`src/hdl/sain_pkg.sv`:
```
// ---------------------------------------------------------------------------
// sain_pkg: shared types and constants for suffix array interval narrowing
// Field widths, command codes and the control/status bundles that join the
// controller and the datapath.
// ---------------------------------------------------------------------------
package sain_pkg;

  localparam int ADDR_W = 12;  // address, load value, interval bounds
  localparam int IDX_W  = 13;  // working suffix index, may step one past 4095
  localparam int LEN_W  = 13;  // text_length register
  localparam int OFF_W  = 8;   // character offset
  localparam int SYM_W  = 3;   // symbol field of a search

  localparam logic [1:0] CMD_TEXT   = 2'd0;
  localparam logic [1:0] CMD_SUFFIX = 2'd1;
  localparam logic [1:0] CMD_SEARCH = 2'd2;

  localparam logic [LEN_W-1:0] TEXT_LENGTH_RST = 13'd4096;

  typedef enum logic [1:0] {
    SRC_S,
    SRC_E,
    SRC_M
  } probe_src_t;

  typedef struct packed {
    logic       accept;      // input transfer this cycle
    logic       init;        // load working registers from a search
    logic       adv;         // skip a short leading suffix
    logic       sa_en;       // suffix array read
    logic       tx_en;       // text read
    logic       set_s_m;
    logic       set_e_m;
    logic       lb_hit;      // lower bound found, restart upper search
    logic       set_end_s;
    logic       mark_empty;
    logic       out_load;
    probe_src_t src;
  } ctrl_cmd_t;

  typedef struct packed {
    logic is_short;
    logic lt;
    logic eq;
    logic gt;
    logic s_gt_e;
    logic s_eq_e;
    logic s1_lt_e;
    logic out_busy;
  } dp_status_t;

endpackage

```
`src/hdl/sain_ctrl.sv`:
```
// ---------------------------------------------------------------------------
// sain_ctrl: search sequencer
// Runs the short-suffix check, the lower-bound and the upper-bound binary
// searches as a series of probes (suffix array read, text read, evaluate) issued to the datapath.
// ---------------------------------------------------------------------------
module sain_ctrl
  import sain_pkg::*;
(
  input  logic       clk,
  input  logic       rst_n,
  input  logic       in_valid,
  input  logic [1:0] in_command,
  output logic       in_ready,
  input  dp_status_t stat,
  output ctrl_cmd_t  cmd
);

  typedef enum logic [2:0] {
    ST_IDLE,
    ST_SA,
    ST_TX,
    ST_EV,
    ST_LBT,
    ST_UBT,
    ST_DONE
  } state_t;

  typedef enum logic [2:0] {
    K_ADV,
    K_CHK,
    K_LB,
    K_LBEND,
    K_UBCHK,
    K_UB,
    K_UBEND
  } kind_t;

  state_t     state_r, state_nxt;
  kind_t      kind_r, kind_nxt;
  probe_src_t src_r, src_nxt;

  always_comb begin
    state_nxt = state_r;
    kind_nxt  = kind_r;
    src_nxt   = src_r;
    cmd       = '0;
    cmd.src   = src_r;
    unique case (state_r)
      ST_IDLE: begin
        if (in_valid) begin
          cmd.accept = 1'b1;
          if (in_command == CMD_SEARCH) begin
            cmd.init  = 1'b1;
            kind_nxt  = K_ADV;
            src_nxt   = SRC_S;
            state_nxt = ST_SA;
          end
        end
      end
      ST_SA: begin
        cmd.sa_en = 1'b1;
        state_nxt = ST_TX;
      end
      ST_TX: begin
        cmd.tx_en = 1'b1;
        state_nxt = ST_EV;
      end
      ST_EV: begin
        unique case (kind_r)
          K_ADV: begin
            cmd.adv   = stat.is_short;
            kind_nxt  = K_CHK;
            src_nxt   = SRC_S;
            state_nxt = ST_SA;
          end
          K_CHK: begin
            if (stat.s_gt_e) begin
              cmd.mark_empty = 1'b1;
              state_nxt      = ST_DONE;
            end else if (stat.s_eq_e) begin
              cmd.mark_empty = !stat.eq;
              state_nxt      = ST_DONE;
            end else if (stat.eq) begin
              kind_nxt  = K_UBCHK;
              src_nxt   = SRC_E;
              state_nxt = ST_SA;
            end else begin
              state_nxt = ST_LBT;
            end
          end
          K_LB: begin
            cmd.set_s_m = stat.lt;
            cmd.set_e_m = !stat.lt;
            state_nxt   = ST_LBT;
          end
          K_LBEND: begin
            if (!stat.eq) begin
              cmd.mark_empty = 1'b1;
              state_nxt      = ST_DONE;
            end else begin
              cmd.lb_hit = 1'b1;
              kind_nxt   = K_UBCHK;
              src_nxt    = SRC_E;
              state_nxt  = ST_SA;
            end
          end
          K_UBCHK: begin
            state_nxt = stat.eq ? ST_DONE : ST_UBT;
          end
          K_UB: begin
            cmd.set_e_m = stat.gt;
            cmd.set_s_m = !stat.gt;
            state_nxt   = ST_UBT;
          end
          K_UBEND: begin
            cmd.mark_empty = !stat.eq;
            cmd.set_end_s  = stat.eq;
            state_nxt      = ST_DONE;
          end
          default: begin
            state_nxt = ST_IDLE;
          end
        endcase
      end
      ST_LBT: begin
        state_nxt = ST_SA;
        if (stat.s1_lt_e) begin
          kind_nxt = K_LB;
          src_nxt  = SRC_M;
        end else begin
          kind_nxt = K_LBEND;
          src_nxt  = SRC_E;
        end
      end
      ST_UBT: begin
        state_nxt = ST_SA;
        if (stat.s1_lt_e) begin
          kind_nxt = K_UB;
          src_nxt  = SRC_M;
        end else begin
          kind_nxt = K_UBEND;
          src_nxt  = SRC_S;
        end
      end
      ST_DONE: begin
        // wait here while the previous result is still held downstream
        if (!stat.out_busy) begin
          cmd.out_load = 1'b1;
          state_nxt    = ST_IDLE;
        end
      end
      default: begin
        state_nxt = ST_IDLE;
      end
    endcase
  end

  always_ff @(posedge clk) begin
    if (!rst_n) begin
      state_r <= ST_IDLE;
      kind_r  <= K_ADV;
      src_r   <= SRC_S;
    end else begin
      state_r <= state_nxt;
      kind_r  <= kind_nxt;
      src_r   <= src_nxt;
    end
  end

  assign in_ready = (state_r == ST_IDLE);

endmodule

```
`config.mk`:
```
export PLATFORM = sky130hd
export DESIGN_NAME = sain_ctrl
export DESIGN_NICKNAME = d
export VERILOG_FILES = /design/src/hdl/sain_pkg.sv /design/src/hdl/sain_ctrl.sv
export SDC_FILE = /design/constraint.sdc
export NUM_CORES = 1
export LEC_CHECK = 0
export ABC_AREA = 1
export BUFFER_PORTS_ARGS = -buffer_cell sky130_fd_sc_hd__buf_2
export CAP_MARGIN = 20
export CELL_PAD_IN_SITES_DETAIL_PLACEMENT = 1
export CELL_PAD_IN_SITES_GLOBAL_PLACEMENT = 1
export CORE_UTILIZATION = 32
export DETAILED_ROUTE_END_ITERATION = 6
export PLACE_DENSITY = 0.87
export SETUP_SLACK_MARGIN = 0.1
export SLEW_MARGIN = 40
export SYNTH_ARGS = -nofsm -noshare
export SYNTH_HDL_FRONTEND = slang
export SYNTH_SLANG_ARGS = --single-unit
```
`constraint.sdc`:
```
create_clock -name clk -period 1.4 [get_ports clk]
set_input_delay 0.07 -clock clk [delete_from_list [all_inputs] [get_ports clk]]
set_output_delay 0.07 -clock clk [all_outputs]
set_load 0.01 [all_outputs]
```
# Yosys cells after proc, flatten, opt, wreduce, memory -nomap -nowiden
# Cells that the tools add are included.
# W data, S select, Z words.
# word_totals
ff_bits	8
wordCells	77
# op_classes
n_eq_ne	19
muxes	46
reduce_logical	9
# ops
operator	count
$mux W3	12
$mux W2	11
$pmux W3 S7	1
$eq A3 B3 Y1 const B	6
$pmux W3 S6	1
$mux W1	14
$eq A3 B2 Y1 const B	4
$pmux W3 S4	1
$pmux W3 S3	1
$pmux W2 S4	1
$eq A3 B1 Y1 const B	2
$logic_not A3 Y1	2
$ne A3 B3 Y1 const B	2
$pmux W2 S3	1
$reduce_and A6 Y1	1
$mux W5	1
$ne A2 B2 Y1 const B	2
$ne A4 B1 Y1 const B	1
$pmux W2 S2	1
$reduce_bool A4 Y1	1
$logic_not A1 Y1	3
$pmux W1 S3	1
$reduce_and A3 Y1	1
$eq A2 B2 Y1 const B	1
2 further kinds	2

# Logic depth before layout (Yosys ltp)
# logic_depth
depth_word	5
depth_mapped	12
depth_no_buf	11

# Worst setup path after synthesis
# Ideal clock, no wire load.
# synth_timing
path_type	reg2reg
start	register kind_r[2]
end	register kind_r[0]
setup_time_ns	0.113
arrival_ns	1.150
t_required_ns	1.287
path_slack_ns	0.137
path_stages_with_launch	11
n_path_buf	1
period_less_slack_ns	1.263
path_cell_list	dfxtp_1 buf_4 clkinv_2 nand3_1 nand2_1 nand3_1 nand2_4 nor2_8 nand2_1 nand2_1 nor2_1
# synth_via
elab_chain_cells	3
# synth_lines
element	line	text
start, declared	sain_ctrl.sv:39	kind_t kind_r, kind_nxt;
start signal, assigned	sain_ctrl.sv:165	kind_r <= kind_nxt;
$eq A3 B2 Y1 (tied with other cells)	sain_ctrl.sv:69	unique case (kind_r)
$pmux W3 S3 (tied with other cells)	sain_ctrl.sv:69	
$pmux W3 S4 / $reduce_and A6 Y1 (equally long branches)	n/a	
# Several ways; a longest one is shown, not always the timed one.
# A chain may end at the register's enable or synchronous reset.

==> impl_metrics.yaml <==
run_status:
  status: "complete, but fails checks"
  violations: "negative setup slack"
hold_path:
  holdCritPathClass: "input pin to flip-flop"
  hold_depth: 3
  whs_endpoint: "kind_r[2]"
  hold_start: "rst_n"
pwr:
  vdd_drop_max_uv: 1033
  totalPowerFinal_w: 0.001917
  power.density_nw_per_um2: 1383
  cellLeakagePower_nw: 0.6589
floorplanning:
  fp.coreArea_um2: 2297
  fp.dieH_um: 52.22
  num_rows: 17
  die_w_um: 52.22
  start_util_pct: 35.13
  dieArea_um2: 2727
  io-pin-count: 27
critical_path:
  crit_fanout: 4
  start_kind: "flip-flop"
  cp.required_ns: 1.33
  crit_type: "flip-flop to output port"
  arrival_ns: 1.49
  r2r_end: "kind_r[1]"
  worstReg2RegStart: "state_r[2]"
  rr_worst_depth: 10
  critical_path.endpoint_type: "output port"
  r2r_slack_ns: -0.04
drt:
  vias: 1171
  first_iter_violations: 24
  remaining_drc_errors: 0
  final_antenna_net_count: 0
  drt-pass1-iter-count: 4
  wirelength_mm: 4.299
  detail_route.wl_per_cell_um: 19.90
  viasPerCell: 5.421
synthesis:
  syn_nets: 150
  ys_types: 26
  synth_area_um2: 807.0
  synth_adder_area_share_pct: 0
  synth_compound_area_share_pct: 8.992
  syn_inst: 137
  synth_area_per_cell_um2: 5.891
  yosysTopAreaCellShare_pct: 19.84
  synth-edff-count: 0
  synthSimpleGateAreaFrac_pct: 58.91
  async_flop_share_pct: 0
  ys_ff_latch: 8
  synth_xor_xnor_area_share_pct: 0
  yosysSeqAreaShare_pct: 19.84
  yosys-top-cells-area: "dfxtp_1 20%, nand2_1 17%, nor2_1 12%"
  yosys_warnings: 0
  muxShareOfSynthArea_pct: 0
  synthFlopType: "dfxtp_1"
  synth_top_family_by_area: "simple AND/OR/NAND/NOR gates"
  yosysTopAreaCell: "dfxtp_1"
sta:
  hold_ws_ns: 0.1069
  min_period_ns: 1.558
  setup_ws_ns: -0.1581
  min_period_over_period_pct: 111.3
  max_freq_mhz: 641.8
  drv_slew: 0
  hold_viol_final: 0
  clock_skew_ns: 0.004578
  setup_viol: 6
  rsz0062_at_grt: "true"
  worst_pin_slew_ns: 0.3416
  slew_headroom_pct: 77.20
  fin_setup_tns_ns: -0.4742
flow_run:
  cap_viol_max_count: 0
clock_network:
  numClockSinks: 8
  clk_latency_ns: 0.26
  cts_hold_buf: 0
  clk_pin_slew_ns: 0.05
  cts_inserted_buffers: 3
  cts_max_path_buffers: 2
  cts_max_level: 1
  cts_root_buf: "clkbuf_4"
  cts_tree: "yes"
final_layout:
  fillers: 287
  drive_gt1_share_pct: 61.70
  n_antenna_cell: 0
  final_net_count: 203
  area_growth_pct: 71.78
global_routing:
  grt_antenna_before_repair: 0
  overflow: 0
  grt_pass1_vias: 1124
  grt_pass1_wl_mm: 5.333
  grt_max_degree: 9
  grt_use_total_pct: 27.39
placed_design:
  portBuffers: 26
  dp_hpwl_mm: 2.102
  gp_congestion: 0.7806
-- placed cells by master (no fill, tap or decap) --
cell,instances
a21boi_1,1
a21oi_1,7
a21oi_2,2
buf_2,26
buf_4,19
buf_6,8
clkbuf_4,3
clkinv_4,1
dfxtp_1,2
dfxtp_2,3
dfxtp_4,3
inv_1,6
inv_2,6
inv_4,1
inv_6,2
nand2_1,24
nand2_2,11
nand2_4,7
nand3_1,4
nand3_2,4
nand3_4,3
nand3b_1,1
nand4_1,3
nor2_1,18
nor2_2,6
nor2_4,2
nor2_8,2
nor3_1,2
nor3_2,3
nor3b_2,1
nor4_4,1
o21ai_0,2
o21ai_1,2
or2_2,1
or2_4,1
-- per-stage QoR --
| stage | setup WS, ns | util (%) | std cells | cell area (um2) |
|---|---|---|---|---|
| CTS | 0.0006637 | 53.92 | 210 | 1239 |
| global route | -0.2660 | 60.35 | 216 | 1386 |
| global placement | 0.06694 | 44.06 | 196 | 1012 |
| floorplan | 0.1374 | - | 137 | 807.0 |
| detailed placement | 0.007247 | 44.06 | 196 | 1012 |
| finish | -0.1581 | 60.35 | 216 | 1386 |
-- layout make-up --
cell class / instances / area (um2) / area share (%)
timing repair buffer: 53 / 362.8 / 26.17
sequential: 8 / 175.2 / 12.64
multi-input combinational: 108 / 713.2 / 51.44
inverter: 16 / 77.57 / 5.596
tap: 28 / 35.03 / 2.527
clock buffer: 3 / 22.52 / 1.625
-- state kept, by name, summed over array words and instances (netlist names) --
| signal | cells |
|---|---|
| state_r | 3 |
| kind_r | 3 |
| src_r | 2 |
-- metal layers --
metal,wire length [um],part of all wire (%),global-route usage [%]
met1,1701,40,31.35
met2,2118,49,48.72
met3,233,5.4,5.507
met4,245,5.7,11.84
met5,0,0,0
-- worst max-delay path: stages (launching register included) --
cell,delay (ns)
dfxtp_4,0.38
buf_6,0.12
nand2_4,0.05
nor2_2,0.18
o21ai_1,0.14
nor3b_2,0.19
buf_2,0.17
-- worst max path at each step --
stage	start	end	slack [ns]
detailed placement	kind_r[0]	src_r[1]	0.007
floorplan	kind_r[2]	kind_r[0]	0.14
global placement	state_r[2]	kind_r[0]	0.07
finish	kind_r[1]	cmd[3]	-0.16
CTS	kind_r[1]	cmd[3]	0.0007
global route	kind_r[1]	cmd[3]	-0.27
-- power by group --
part | total [W] | switching [W] | internal [W]
clock | 0.000186 | 0.0000878 | 0.0000987
combinational | 0.00133 | 0.000791 | 0.000539
sequential | 0.000400 | 0.0000961 | 0.000304
total | 0.00192 | 0.000975 | 0.000942
-- synthesized netlist by cell type, types with 2 or more instances --
library cell   n
dfxtp_1        8
or2_2          2
nand3_1        8
nand3_2        2
nand2_2        3
nand2_1       37
o21ai_0        4
inv_2          5
nor2_8         2
nand2_4        2
nor3_1         5
a21oi_1        9
nand4_1        3
nor2_1        25
inv_1          8
buf_4          4
-- timing repair --
action / 4_1_cts / 5_1_grt
buffers inserted: 11 / 6
endpoints found under the setup margin: 15 / 15
cloned: 0 / 0
resized for setup: 37 / 33
pin swaps: 8 / 11
-- cell families after synthesis --
group                  Yosys count
AO/OA/AOI/OAI                   14
buffers and inverters           21
flip-flops                       8
AND/OR/NAND/NOR                 94
Note: power is estimated with default switching activity, not from simulation.
